**config.mk**
```make
export PLATFORM = sky130hd
export DESIGN_NAME = conv_receptive_field_span
export DESIGN_NICKNAME = d
export VERILOG_FILES = /design/src/hdl/crfs_pkg.sv /design/src/hdl/crfs_front.sv /design/src/hdl/crfs_queue.sv /design/src/hdl/crfs_back.sv /design/src/hdl/conv_receptive_field_span.sv
export SDC_FILE = /design/constraint.sdc
export NUM_CORES = 2
export LEC_CHECK = 0
export BUFFER_PORTS_ARGS = -buffer_cell sky130_fd_sc_hd__buf_4
export CAP_MARGIN = 20
export CORE_MARGIN = 5
export CORE_UTILIZATION = 65
export DETAILED_ROUTE_END_ITERATION = 6
export MAX_ROUTING_LAYER = met4
export PLACE_DENSITY = 0.84
export SETUP_SLACK_MARGIN = 0.02
export SLEW_MARGIN = 40
export SYNTH_ARGS = -nofsm -noshare
export SYNTH_HDL_FRONTEND = slang
export SYNTH_SLANG_ARGS = --single-unit
```
**constraint.sdc**
```tcl
create_clock -name i_clk -period 9.7 [get_ports i_clk]
set_input_delay 0.485 -clock i_clk [delete_from_list [all_inputs] [get_ports i_clk]]
set_output_delay 0.485 -clock i_clk [all_outputs]
set_load 0.01 [all_outputs]
```
**src/hdl/crfs_pkg.sv**
```systemverilog
package crfs_pkg;

    // Field and datapath widths
    localparam int IDX_W = 20;
    localparam int DIM_W = 11;
    localparam int KER_W = 4;
    localparam int STR_W = 4;
    localparam int PAD_W = 4;

    // Defaults for the top-level saturation bounds
    localparam int MAX_DIM_DEF    = 1024;
    localparam int MAX_KERNEL_DEF = 15;

    // Result of an empty range, and the top of the index range
    localparam logic [IDX_W-1:0] EMPTY_MIN = 20'd1000000;
    localparam logic [IDX_W-1:0] IDX_MAX   = 20'hFFFFF;

    // Job queue between front and back
    localparam int QDEPTH = 2;

    // APB register file
    localparam int ADDR_W = 5;
    localparam int DATA_W = 32;
    localparam int RIDX_W = ADDR_W - 2;

    localparam logic [RIDX_W-1:0] REG_INPUT_HEIGHT  = 3'd0;
    localparam logic [RIDX_W-1:0] REG_INPUT_WIDTH   = 3'd1;
    localparam logic [RIDX_W-1:0] REG_KERNEL_HEIGHT = 3'd2;
    localparam logic [RIDX_W-1:0] REG_KERNEL_WIDTH  = 3'd3;
    localparam logic [RIDX_W-1:0] REG_STRIDES       = 3'd4;
    localparam logic [RIDX_W-1:0] REG_PAD_TOP       = 3'd5;
    localparam logic [RIDX_W-1:0] REG_PAD_LEFT      = 3'd6;
    localparam logic [RIDX_W-1:0] REG_OUTPUT_WIDTH  = 3'd7;

    // Input request: inclusive range of flat output indices
    typedef struct packed {
        logic [IDX_W-1:0] first_output_index;
        logic [IDX_W-1:0] last_output_index;
    } t_in_req;

    // Result: span of the input window over the range
    typedef struct packed {
        logic [IDX_W-1:0] min_input_index;
        logic [IDX_W-1:0] max_input_index;
    } t_out_rsp;

    // Saturated configuration as seen by the datapath
    typedef struct packed {
        logic [DIM_W-1:0] input_height;
        logic [DIM_W-1:0] input_width;
        logic [KER_W-1:0] kernel_height;
        logic [KER_W-1:0] kernel_width;
        logic [STR_W-1:0] stride_v;
        logic [STR_W-1:0] stride_col;
        logic [PAD_W-1:0] pad_top;
        logic [PAD_W-1:0] pad_left;
        logic [DIM_W-1:0] output_width;
    } t_cfg;

    // Job handed from front to back: start position and walk length minus one
    typedef struct packed {
        logic             empty;
        logic [IDX_W-1:0] row;
        logic [DIM_W-1:0] col;
        logic [IDX_W-1:0] count;
    } t_job;

endpackage

```
**src/hdl/crfs_front.sv**
```systemverilog
module crfs_front (
    input  logic               i_clk,
    input  logic               i_rst_n,
    input  crfs_pkg::t_cfg     i_cfg,
    input  logic               i_in_valid,
    input  crfs_pkg::t_in_req  i_in_req,
    output logic               o_in_ready,
    output logic               o_push,
    output crfs_pkg::t_job     o_job,
    input  logic               i_full
);

    localparam int STEP_W = $clog2(crfs_pkg::IDX_W);
    localparam logic [STEP_W-1:0] LAST_STEP = STEP_W'(crfs_pkg::IDX_W - 1);

    localparam logic [1:0] ST_IDLE = 2'd0;
    localparam logic [1:0] ST_DIV  = 2'd1;
    localparam logic [1:0] ST_PUSH = 2'd2;

    logic [1:0]                    r_state, n_state;
    logic [STEP_W-1:0]             r_step, n_step;
    logic [crfs_pkg::IDX_W-1:0]    r_quo, n_quo;
    logic [crfs_pkg::DIM_W-1:0]    r_rem, n_rem;
    logic [crfs_pkg::IDX_W-1:0]    r_count, n_count;
    logic                          r_empty, n_empty;

    logic [crfs_pkg::DIM_W:0]      div_t;
    logic [crfs_pkg::DIM_W:0]      div_r;
    logic                          div_ge;

    // One restoring divide step: first index / output width
    always_comb begin
        div_t  = {r_rem, r_quo[crfs_pkg::IDX_W-1]};
        div_ge = div_t >= {1'b0, i_cfg.output_width};
        div_r  = div_ge ? (div_t - {1'b0, i_cfg.output_width}) : div_t;
    end

    // Sequencer: accept, divide (skipped for an empty range), hand the job to the queue
    always_comb begin
        n_state = r_state;
        n_step  = r_step;
        n_quo   = r_quo;
        n_rem   = r_rem;
        n_count = r_count;
        n_empty = r_empty;
        unique case (r_state)
            ST_IDLE: begin
                if (i_in_valid) begin
                    n_quo   = i_in_req.first_output_index;
                    n_rem   = '0;
                    n_step  = '0;
                    n_count = i_in_req.last_output_index - i_in_req.first_output_index;
                    n_empty = i_in_req.first_output_index > i_in_req.last_output_index;
                    n_state = n_empty ? ST_PUSH : ST_DIV;
                end
            end
            ST_DIV: begin
                n_quo  = {r_quo[crfs_pkg::IDX_W-2:0], div_ge};
                n_rem  = div_r[crfs_pkg::DIM_W-1:0];
                n_step = r_step + 1'b1;
                if (r_step == LAST_STEP) begin
                    n_state = ST_PUSH;
                end
            end
            ST_PUSH: begin
                if (!i_full) begin
                    n_state = ST_IDLE;
                end
            end
            default: begin
                n_state = ST_IDLE;
            end
        endcase
    end

    // Control state
    always_ff @(posedge i_clk) begin
        if (!i_rst_n) begin
            r_state <= ST_IDLE;
            r_step  <= '0;
        end else begin
            r_state <= n_state;
            r_step  <= n_step;
        end
    end

    // Divider and job payload
    always_ff @(posedge i_clk) begin
        r_quo   <= n_quo;
        r_rem   <= n_rem;
        r_count <= n_count;
        r_empty <= n_empty;
    end

    assign o_in_ready  = (r_state == ST_IDLE);
    assign o_push      = (r_state == ST_PUSH) && !i_full;
    assign o_job.empty = r_empty;
    assign o_job.row   = r_quo;
    assign o_job.col   = r_rem;
    assign o_job.count = r_count;

    // Partial remainder stays below the divisor through the divide
    a_rem_below_divisor: assert property (@(posedge i_clk) disable iff (!i_rst_n)
        (r_state == ST_DIV) |-> (r_rem < i_cfg.output_width))
        else $error("divider remainder reached the divisor");

endmodule

```
**src/hdl/crfs_queue.sv**
```systemverilog
module crfs_queue (
    input  logic            i_clk,
    input  logic            i_rst_n,
    input  logic            i_push,
    input  crfs_pkg::t_job  i_job,
    output logic            o_full,
    input  logic            i_pop,
    output logic            o_valid,
    output crfs_pkg::t_job  o_job
);

    localparam int PTR_W = (crfs_pkg::QDEPTH > 1) ? $clog2(crfs_pkg::QDEPTH) : 1;
    localparam int CNT_W = $clog2(crfs_pkg::QDEPTH + 1);
    localparam logic [PTR_W-1:0] PTR_LAST = PTR_W'(crfs_pkg::QDEPTH - 1);
    localparam logic [CNT_W-1:0] CNT_FULL = CNT_W'(crfs_pkg::QDEPTH);

    crfs_pkg::t_job    r_mem [crfs_pkg::QDEPTH];
    logic [PTR_W-1:0]  r_wptr;
    logic [PTR_W-1:0]  r_rptr;
    logic [CNT_W-1:0]  r_cnt;

    // Storage
    always_ff @(posedge i_clk) begin
        if (i_push) begin
            r_mem[r_wptr] <= i_job;
        end
    end

    // Pointers and fill count
    always_ff @(posedge i_clk) begin
        if (!i_rst_n) begin
            r_wptr <= '0;
            r_rptr <= '0;
            r_cnt  <= '0;
        end else begin
            if (i_push) begin
                r_wptr <= (r_wptr == PTR_LAST) ? '0 : r_wptr + 1'b1;
            end
            if (i_pop) begin
                r_rptr <= (r_rptr == PTR_LAST) ? '0 : r_rptr + 1'b1;
            end
            if (i_push && !i_pop) begin
                r_cnt <= r_cnt + 1'b1;
            end else if (i_pop && !i_push) begin
                r_cnt <= r_cnt - 1'b1;
            end
        end
    end

    assign o_full  = (r_cnt == CNT_FULL);
    assign o_valid = (r_cnt != '0);
    assign o_job   = r_mem[r_rptr];

    // No write into a full queue
    a_no_overflow: assert property (@(posedge i_clk) disable iff (!i_rst_n)
        i_push |-> (r_cnt != CNT_FULL))
        else $error("job queue overflow");

endmodule

```
**src/hdl/crfs_back.sv**
```systemverilog
module crfs_back (
    input  logic                i_clk,
    input  logic                i_rst_n,
    input  crfs_pkg::t_cfg      i_cfg,
    input  logic                i_job_valid,
    input  crfs_pkg::t_job      i_job,
    output logic                o_pop,
    output logic                o_out_valid,
    output crfs_pkg::t_out_rsp  o_out_rsp,
    input  logic                i_out_ready
);

    localparam int IW   = crfs_pkg::IDX_W;
    localparam int DW   = crfs_pkg::DIM_W;
    localparam int PR_W = IW + crfs_pkg::STR_W;   // row position times stride
    localparam int PC_W = DW + crfs_pkg::STR_W;   // column position times stride
    localparam int RE_W = PR_W + 2;               // signed row end
    localparam int CE_W = PC_W + 2;               // signed column end
    localparam int LP_W = PR_W + DW;              // first-row product
    localparam int HP_W = RE_W + DW + 1;          // last-row product, signed
    localparam int LS_W = LP_W + 1;
    localparam int HS_W = HP_W + 1;

    // Control
    logic r_busy, r_walk;
    logic r_v1, r_v2, r_v3;
    logic r_l1, r_l2, r_l3;
    logic r_out_valid;

    // Walker
    logic [IW-1:0] r_row;
    logic [DW-1:0] r_col;
    logic [IW-1:0] r_left;

    // Pipeline payload
    logic [PR_W-1:0]        r_s1_row0;
    logic signed [RE_W-1:0] r_s1_rend;
    logic [PC_W-1:0]        r_s1_col0;
    logic signed [CE_W-1:0] r_s1_cend;
    logic [LP_W-1:0]        r_s2_lop;
    logic signed [HP_W-1:0] r_s2_hip;
    logic [PC_W-1:0]        r_s2_col0;
    logic signed [CE_W-1:0] r_s2_cend;
    logic [IW-1:0]          r_s3_lo;
    logic [IW-1:0]          r_s3_hi;
    logic [IW-1:0]          r_mn;
    logic [IW-1:0]          r_mx;
    crfs_pkg::t_out_rsp     r_out;

    logic                   pop;
    logic                   wrap;
    logic [PR_W-1:0]        prow;
    logic [PC_W-1:0]        pcol;
    logic [PR_W-1:0]        row0;
    logic [PC_W-1:0]        col0;
    logic signed [RE_W-1:0] row_sum, row_end;
    logic signed [CE_W-1:0] col_sum, col_end;
    logic signed [DW:0]     iw_s;
    logic [LP_W-1:0]        lo_prod;
    logic signed [HP_W-1:0] hi_prod;
    logic [LS_W-1:0]        lo_sum;
    logic signed [HS_W-1:0] hi_sum;
    logic [IW-1:0]          lo_clip, hi_clip;
    logic [IW-1:0]          mn_next, mx_next;

    // Take a job only when the result slot will be free
    assign pop   = i_job_valid && !r_busy && (!r_out_valid || i_out_ready);
    assign o_pop = pop;
    assign wrap  = (r_col == (i_cfg.output_width - 1'b1));

    // Stage 1: window placement on both axes (start and clipped end)
    always_comb begin
        prow    = PR_W'(r_row) * PR_W'(i_cfg.stride_v);
        row0    = (prow < PR_W'(i_cfg.pad_top)) ? '0 : prow - PR_W'(i_cfg.pad_top);
        row_sum = $signed(RE_W'(prow)) - $signed(RE_W'(i_cfg.pad_top))
                + $signed(RE_W'(i_cfg.kernel_height));
        row_end = ((row_sum > $signed(RE_W'(i_cfg.input_height)))
                   ? $signed(RE_W'(i_cfg.input_height)) : row_sum) - RE_W'(1);

        pcol    = PC_W'(r_col) * PC_W'(i_cfg.stride_col);
        col0    = (pcol < PC_W'(i_cfg.pad_left)) ? '0 : pcol - PC_W'(i_cfg.pad_left);
        col_sum = $signed(CE_W'(pcol)) - $signed(CE_W'(i_cfg.pad_left))
                + $signed(CE_W'(i_cfg.kernel_width));
        col_end = ((col_sum > $signed(CE_W'(i_cfg.input_width)))
                   ? $signed(CE_W'(i_cfg.input_width)) : col_sum) - CE_W'(1);
    end

    // Stage 2: first and last window rows times the input width
    always_comb begin
        iw_s    = $signed({1'b0, i_cfg.input_width});
        lo_prod = LP_W'(r_s1_row0) * LP_W'(i_cfg.input_width);
        hi_prod = r_s1_rend * iw_s;
    end

    // Stage 3: add the columns and clip to the index range
    always_comb begin
        lo_sum  = LS_W'(r_s2_lop) + LS_W'(r_s2_col0);
        hi_sum  = r_s2_hip + r_s2_cend;
        lo_clip = (lo_sum > LS_W'(crfs_pkg::IDX_MAX)) ? crfs_pkg::IDX_MAX : lo_sum[IW-1:0];
        if (hi_sum < 0) begin
            hi_clip = '0;
        end else if (hi_sum > $signed(HS_W'(crfs_pkg::IDX_MAX))) begin
            hi_clip = crfs_pkg::IDX_MAX;
        end else begin
            hi_clip = hi_sum[IW-1:0];
        end
    end

    // Stage 4: running min and max
    assign mn_next = (r_s3_lo < r_mn) ? r_s3_lo : r_mn;
    assign mx_next = (r_s3_hi > r_mx) ? r_s3_hi : r_mx;

    // Control: job, walk, pipeline valids, result slot
    always_ff @(posedge i_clk) begin
        if (!i_rst_n) begin
            r_busy      <= 1'b0;
            r_walk      <= 1'b0;
            r_v1        <= 1'b0;
            r_v2        <= 1'b0;
            r_v3        <= 1'b0;
            r_out_valid <= 1'b0;
        end else begin
            r_v1 <= r_walk;
            r_v2 <= r_v1;
            r_v3 <= r_v2;
            if (r_out_valid && i_out_ready) begin
                r_out_valid <= 1'b0;
            end
            if (pop) begin
                if (i_job.empty) begin
                    r_out_valid <= 1'b1;
                end else begin
                    r_busy <= 1'b1;
                    r_walk <= 1'b1;
                end
            end
            if (r_walk && (r_left == '0)) begin
                r_walk <= 1'b0;
            end
            if (r_v3 && r_l3) begin
                r_busy      <= 1'b0;
                r_out_valid <= 1'b1;
            end
        end
    end

    // Datapath registers
    always_ff @(posedge i_clk) begin
        // walker: row-major step through the range
        if (pop) begin
            r_row  <= i_job.row;
            r_col  <= i_job.col;
            r_left <= i_job.count;
        end else if (r_walk) begin
            r_left <= r_left - 1'b1;
            if (wrap) begin
                r_col <= '0;
                r_row <= r_row + 1'b1;
            end else begin
                r_col <= r_col + 1'b1;
            end
        end

        r_l1      <= (r_left == '0);
        r_s1_row0 <= row0;
        r_s1_rend <= row_end;
        r_s1_col0 <= col0;
        r_s1_cend <= col_end;

        r_l2      <= r_l1;
        r_s2_lop  <= lo_prod;
        r_s2_hip  <= hi_prod;
        r_s2_col0 <= r_s1_col0;
        r_s2_cend <= r_s1_cend;

        r_l3      <= r_l2;
        r_s3_lo   <= lo_clip;
        r_s3_hi   <= hi_clip;

        // accumulators
        if (pop) begin
            r_mn <= crfs_pkg::EMPTY_MIN;
            r_mx <= '0;
        end else if (r_v3) begin
            r_mn <= mn_next;
            r_mx <= mx_next;
        end

        // result slot
        if (pop && i_job.empty) begin
            r_out.min_input_index <= crfs_pkg::EMPTY_MIN;
            r_out.max_input_index <= '0;
        end else if (r_v3 && r_l3) begin
            r_out.min_input_index <= mn_next;
            r_out.max_input_index <= mx_next;
        end
    end

    assign o_out_valid = r_out_valid;
    assign o_out_rsp   = r_out;

    // A job in flight never overlaps a result waiting in the slot
    a_busy_slot_free: assert property (@(posedge i_clk) disable iff (!i_rst_n)
        r_busy |-> !r_out_valid)
        else $error("result slot filled while a job is running");

    // Walker only runs inside a job
    a_walk_in_job: assert property (@(posedge i_clk) disable iff (!i_rst_n)
        r_walk |-> r_busy)
        else $error("walker active without a job");

    // Positions reaching the accumulators belong to the live job
    a_acc_in_job: assert property (@(posedge i_clk) disable iff (!i_rst_n)
        r_v3 |-> r_busy)
        else $error("pipeline output without a job");

endmodule

```
**src/hdl/conv_receptive_field_span.sv**
```systemverilog
// Input-window span of a range of convolution outputs.
//
// Input channel (i_in_valid / o_in_ready / i_in_req): one request carries an
// inclusive range of flat output indices. Output channel (o_out_valid /
// i_out_ready / o_out_rsp): exactly one result per request, in order, with
// the smallest first and largest last flat input index of the windows. An
// empty range (first > last) returns 1000000 and 0. Configuration is written
// over the APB port while no request is in flight (user rule, not checked).
//
// The front splits the first index into row and column with a 20-step
// divider, queues the job, and takes a new request only once that job is
// in the queue. The back walks the range at one output position per cycle
// through a 4-stage placement/multiply/add/compare pipeline; it takes a new
// job only when no job is running and its result slot is free or being read.
// The front keeps accepting while a result waits; when the receiver stalls
// the back holds its result and stops taking jobs, the two-entry queue
// fills, and then the input channel stalls. Reset empties the queue and the
// pipeline and loads the register defaults.
module conv_receptive_field_span #(
    parameter int MAX_DIM    = crfs_pkg::MAX_DIM_DEF,
    parameter int MAX_KERNEL = crfs_pkg::MAX_KERNEL_DEF
) (
    input  logic                               i_clk,
    input  logic                               i_rst_n,
    // input requests
    input  logic                               i_in_valid,
    output logic                               o_in_ready,
    input  crfs_pkg::t_in_req                  i_in_req,
    // results
    output logic                               o_out_valid,
    input  logic                               i_out_ready,
    output crfs_pkg::t_out_rsp                 o_out_rsp,
    // configuration
    input  logic                               psel,
    input  logic                               penable,
    input  logic                               pwrite,
    input  logic [crfs_pkg::ADDR_W-1:0]        paddr,
    input  logic [crfs_pkg::DATA_W-1:0]        pwdata,
    output logic [crfs_pkg::DATA_W-1:0]        prdata,
    output logic                               pready
);

    localparam int DW = crfs_pkg::DIM_W;
    localparam int KW = crfs_pkg::KER_W;
    localparam int SW = crfs_pkg::STR_W;
    localparam int PW = crfs_pkg::PAD_W;

    logic [DW-1:0]     r_input_height;
    logic [DW-1:0]     r_input_width;
    logic [KW-1:0]     r_kernel_height;
    logic [KW-1:0]     r_kernel_width;
    logic [2*SW-1:0]   r_strides;
    logic [PW-1:0]     r_pad_top;
    logic [PW-1:0]     r_pad_left;
    logic [DW-1:0]     r_output_width;

    logic                        cfg_we;
    logic [crfs_pkg::RIDX_W-1:0] reg_idx;
    crfs_pkg::t_cfg              cfg;

    logic            push, full, pop, job_valid;
    crfs_pkg::t_job  push_job, pop_job;

    // Saturate a dimension to [1, MAX_DIM]
    function automatic logic [DW-1:0] sat_dim(input logic [DW-1:0] v);
        logic [DW-1:0] r;
        if (v == '0) begin
            r = DW'(1);
        end else if (32'(v) > MAX_DIM) begin
            r = DW'(MAX_DIM);
        end else begin
            r = v;
        end
        return r;
    endfunction

    // Saturate a kernel size to [1, MAX_KERNEL]
    function automatic logic [KW-1:0] sat_ker(input logic [KW-1:0] v);
        logic [KW-1:0] r;
        if (v == '0) begin
            r = KW'(1);
        end else if (32'(v) > MAX_KERNEL) begin
            r = KW'(MAX_KERNEL);
        end else begin
            r = v;
        end
        return r;
    endfunction

    // APB write decode
    assign cfg_we  = psel && penable && pwrite;
    assign reg_idx = paddr[crfs_pkg::ADDR_W-1:2];
    assign pready  = 1'b1;

    always_ff @(posedge i_clk) begin
        if (!i_rst_n) begin
            r_input_height  <= DW'(1);
            r_input_width   <= DW'(1);
            r_kernel_height <= KW'(1);
            r_kernel_width  <= KW'(1);
            r_strides       <= 8'h11;
            r_pad_top       <= '0;
            r_pad_left      <= '0;
            r_output_width  <= DW'(1);
        end else if (cfg_we) begin
            unique case (reg_idx)
                crfs_pkg::REG_INPUT_HEIGHT:  r_input_height  <= pwdata[DW-1:0];
                crfs_pkg::REG_INPUT_WIDTH:   r_input_width   <= pwdata[DW-1:0];
                crfs_pkg::REG_KERNEL_HEIGHT: r_kernel_height <= pwdata[KW-1:0];
                crfs_pkg::REG_KERNEL_WIDTH:  r_kernel_width  <= pwdata[KW-1:0];
                crfs_pkg::REG_STRIDES:       r_strides       <= pwdata[2*SW-1:0];
                crfs_pkg::REG_PAD_TOP:       r_pad_top       <= pwdata[PW-1:0];
                crfs_pkg::REG_PAD_LEFT:      r_pad_left      <= pwdata[PW-1:0];
                crfs_pkg::REG_OUTPUT_WIDTH:  r_output_width  <= pwdata[DW-1:0];
                default: ;
            endcase
        end
    end

    // APB read
    always_comb begin
        unique case (reg_idx)
            crfs_pkg::REG_INPUT_HEIGHT:  prdata = crfs_pkg::DATA_W'(r_input_height);
            crfs_pkg::REG_INPUT_WIDTH:   prdata = crfs_pkg::DATA_W'(r_input_width);
            crfs_pkg::REG_KERNEL_HEIGHT: prdata = crfs_pkg::DATA_W'(r_kernel_height);
            crfs_pkg::REG_KERNEL_WIDTH:  prdata = crfs_pkg::DATA_W'(r_kernel_width);
            crfs_pkg::REG_STRIDES:       prdata = crfs_pkg::DATA_W'(r_strides);
            crfs_pkg::REG_PAD_TOP:       prdata = crfs_pkg::DATA_W'(r_pad_top);
            crfs_pkg::REG_PAD_LEFT:      prdata = crfs_pkg::DATA_W'(r_pad_left);
            crfs_pkg::REG_OUTPUT_WIDTH:  prdata = crfs_pkg::DATA_W'(r_output_width);
            default:                     prdata = '0;
        endcase
    end

    // Effective configuration: saturated sizes, zero stride taken as one
    always_comb begin
        cfg.input_height  = sat_dim(r_input_height);
        cfg.input_width   = sat_dim(r_input_width);
        cfg.kernel_height = sat_ker(r_kernel_height);
        cfg.kernel_width  = sat_ker(r_kernel_width);
        cfg.stride_v      = (r_strides[2*SW-1:SW] == '0) ? SW'(1) : r_strides[2*SW-1:SW];
        cfg.stride_col    = (r_strides[SW-1:0] == '0) ? SW'(1) : r_strides[SW-1:0];
        cfg.pad_top       = r_pad_top;
        cfg.pad_left      = r_pad_left;
        cfg.output_width  = sat_dim(r_output_width);
    end

    crfs_front u_front (
        .i_clk      (i_clk),
        .i_rst_n    (i_rst_n),
        .i_cfg      (cfg),
        .i_in_valid (i_in_valid),
        .i_in_req   (i_in_req),
        .o_in_ready (o_in_ready),
        .o_push     (push),
        .o_job      (push_job),
        .i_full     (full)
    );

    crfs_queue u_queue (
        .i_clk   (i_clk),
        .i_rst_n (i_rst_n),
        .i_push  (push),
        .i_job   (push_job),
        .o_full  (full),
        .i_pop   (pop),
        .o_valid (job_valid),
        .o_job   (pop_job)
    );

    crfs_back u_back (
        .i_clk       (i_clk),
        .i_rst_n     (i_rst_n),
        .i_cfg       (cfg),
        .i_job_valid (job_valid),
        .i_job       (pop_job),
        .o_pop       (pop),
        .o_out_valid (o_out_valid),
        .o_out_rsp   (o_out_rsp),
        .i_out_ready (i_out_ready)
    );

endmodule
```
==> results.ini <==
[global_routing]
gr-total-overflow=0
grtUsageTotal_pct=30.1
grt_pass1_wl_mm=205
grt_pass1_vias=40800
antenna_found_initial=4
grt_max_degree=75

[timing]
min_period_over_period_pct=91.8
relSlewSlack_pct=41.0
setup_ws_ns=0.796
hold_ws_ns=0.150
timing.fmax_ghz=0.112
finalSetupTns_ns=0
period_needed_ns=8.90
maxSlewViolCount=0
hold_viol=0
tightest_slew_ns=0.884
clock_skew_ns=0.0456
setup_violations=0
rsz0062_at_grt=no

[place]
gp_congestion=0.968
pre_cts_ws_ns=0.666
place_hpwl_mm=94.4
io_buffers=113

[setup_path]
slowest_delay_ns=0.55
cp_max_fo=23
worst_ep_required_time_ns=10.23
endpoint_kind=flop
ff2ff_setup_slack_ns=0.80
critical_path_arrival_ns=9.43
rr_endpoint=u_back.r_s1_rend[16]
worst-setup-path-type=flop to flop
critPathLaunchType=flop
crit_top_cell=ha_1
reg2reg_from=r_strides[7]
crit_slowest_cell=dfxtp_2
r2r_cells=33

[cells_and_area]
multiInputGateArea_um2=33800
area_growth_pct=7.77
num-fill-cells=5707
seqCellArea_um2=13900
fin_nets=6545
drive_gt1_share_pct=6.92

[detailed_routing]
ant_nets=0
drc_errors=7
dr.pass1.iters=7
via_count=39700
route.detailed.wl_per_inst_um=18.6
wirelength_mm=125
drtIter0Drc=3103
vias_per_cell=5.94

[synthesis]
synth_top_area_cell=fa_1
synth_seq_area_share_pct=27.1
yosysMostFrequentCell=nand2_1
synth_cell_types=111
ys_top_cells_by_area=fa_1, dfxtp_1, edfxtp_1
synth_async_sr_flop_share_pct=0
synth_top_area_share_pct=19.9
synth-edff-count=207
syn_area_um2=51300
ys_warn_count=0
postSynthAreaPerCell_um2=9.12
ys.flop_type=dfxtp_1
syn_inst=5623
synthTopCellsByCount=nand2_1, inv_1, fa_1, dfxtp_1, ha_1
synth-seq-cells=592

[die]
num_io_pins=159
dieArea_um2=84600
coreArea_um2=78600
die_height_um=291
row_count=103
die_x_um=291
initial_core_util_pct=65.2

[worst_hold_path]
holdPathStages=3
hp-class=input port to flop
hold_end=r_output_width[0]
hold_start=pwdata[0]

[clock_network]
ctsLongestPathBuffers=3
cts.sinks=592
cts_root_buf=clkbuf_16
cts_max_level=3
cts.clk_slew.worst_paths_ns=0.06
cts_inserted_buffers=67
cts_tree=done
clkLatencyLatePin_ns=0.65

[power]
power.density_nw_per_um2=186
peakVddDrop_uv=194
p_leak_nw=24.3

[outcome]
violations=design-rule violations
status=finished, violations left

[run]
maxCapViolCount=0

[cell families after synthesis]
kind of cell             share of synthesized area (%)
AO/OA/AOI/OAI                                     10.8
AND/OR/NAND/NOR                                   17.5
other                                           0.0146
adder cells (fa/ha/maj)                           29.0
multiplexers                                      3.23
XOR/XNOR                                          4.91
buffers and inverters                             7.46
flip-flops                                        27.1
[state kept, by name (all words and copies together) (netlist names), 15 cells and up, named ones only]
register          flops
u_back.r_s2_lop      35
u_back.r_s1_cend     17
u_front.r_count      20
u_back.r_s3_hi       20
u_back.r_s2_cend     17
u_back.r_left        20
u_back.r_s2_hip      38
u_front.r_quo        20
u_back.r_mx          20
u_back.o_out_rsp     40
u_back.r_s3_lo       20
u_back.r_s1_rend     26
u_back.r_s2_col0     15
u_back.r_mn          20
u_back.r_s1_row0     24
u_queue.r_mem       104
u_back.r_s1_col0     15
u_back.r_row         20
[metal layers]
metal	wire length [um]	global-route usage, %	share of wire [%]
met5	0	-	0
met4	6090	13.0	4.9
met3	9450	5.05	7.6
met2	61600	51.1	49
met1	47400	35.7	38
[cell type report]
class	instances	area share [%]
Multi-Input combinational cell	4059	61.1
Tap cell	1050	2.38
Sequential cell	592	25.2
Clock buffer	80	3.23
Inverter	703	4.77
Clock inverter	41	1.06
Antenna cell	5	0.0226
Timing Repair Buffer	157	2.18
[worst max path at each step]
stage	startpoint	end	slack [ns]	cells after the start
floorplan	r_strides[7]	u_back.r_s1_rend[12]	1.86	36
global placement	r_strides[7]	u_back.r_s1_rend[20]	0.93	33
detailed placement	r_strides[5]	u_back.r_s1_rend[14]	0.67	34
CTS	r_strides[7]	u_back.r_s1_rend[16]	0.57	33
global route	r_strides[5]	u_back.r_s1_rend[16]	0.19	34
finish	r_strides[7]	u_back.r_s1_rend[16]	0.80	33
[cell usage in the layout, fill, tap and decap left out, types with 10 or more instances in the layout]
cell | synthesis | routed
inv_1 | 703 | 701
buf_4 | 22 | 153
and2_1 | 190 | 187
and3_1 | 77 | 77
o211ai_1 | 12 | 12
or2_2 | 28 | 28
a22o_1 | 10 | 10
mux2i_1 | 150 | 150
a31oi_1 | 48 | 46
nand2_1 | 761 | 761
o21a_1 | 41 | 41
nor3_1 | 79 | 77
edfxtp_1 | 207 | 207
a21oi_1 | 227 | 227
a211oi_1 | 64 | 63
xnor2_1 | 182 | 181
nand3_1 | 105 | 105
nand4_1 | 51 | 51
nor2_1 | 325 | 316
fa_1 | 510 | 510
clkbuf_16 | 0 | 67
o22ai_1 | 19 | 19
or3_1 | 25 | 25
xor2_1 | 97 | 96
o21bai_1 | 19 | 19
ha_1 | 371 | 371
a21o_1 | 77 | 77
o31ai_1 | 19 | 19
nor2b_1 | 103 | 97
a21boi_0 | 34 | 34
nand2b_1 | 45 | 45
dfxtp_1 | 385 | 378
nor4_1 | 21 | 20
a211o_1 | 12 | 12
conb_1 | 2 | 22
o21ai_0 | 154 | 151
[timing repair]
| item | in CTS | in global routing |
|---|---|---|
| gates resized for setup | 0 | 3 |
| setup buffers | 0 | 0 |
| hold buffers | 0 | 0 |
| setup endpoints to repair | 0 | 7 |
[power breakdown]
part	internal [mW]	switching (mW)
Combinational	1.61	2.30
Sequential	3.16	0.538
Clock	1.54	1.13
Total	6.31	3.96
[through the flow]
stage / power (mW) / instances / util (%) / cell area (um2)
2_1_floorplan: 6.48 / 5643 / - / 51400
3_3_place_gp: 7.37 / 6558 / 67.1 / 52800
3_5_place_dp: 7.53 / 6561 / 67.3 / 52900
4_1_cts: 10.3 / 6682 / 70.3 / 55300
5_1_grt: 10.9 / 6686 / 70.3 / 55300
6_report: 10.3 / 6687 / 70.3 / 55300
[critical path: cells and delay by family, from the launching register on]
kind            cells  cell delay (ns)
compound gates     11             2.03
xor+xnor            1             0.47
fa+ha+maj           7             2.90
buf+inv             1             0.07
flops               1             0.55
mux                 3             0.68
simple gates       10             2.13
(Power assumes the default switching activity.)
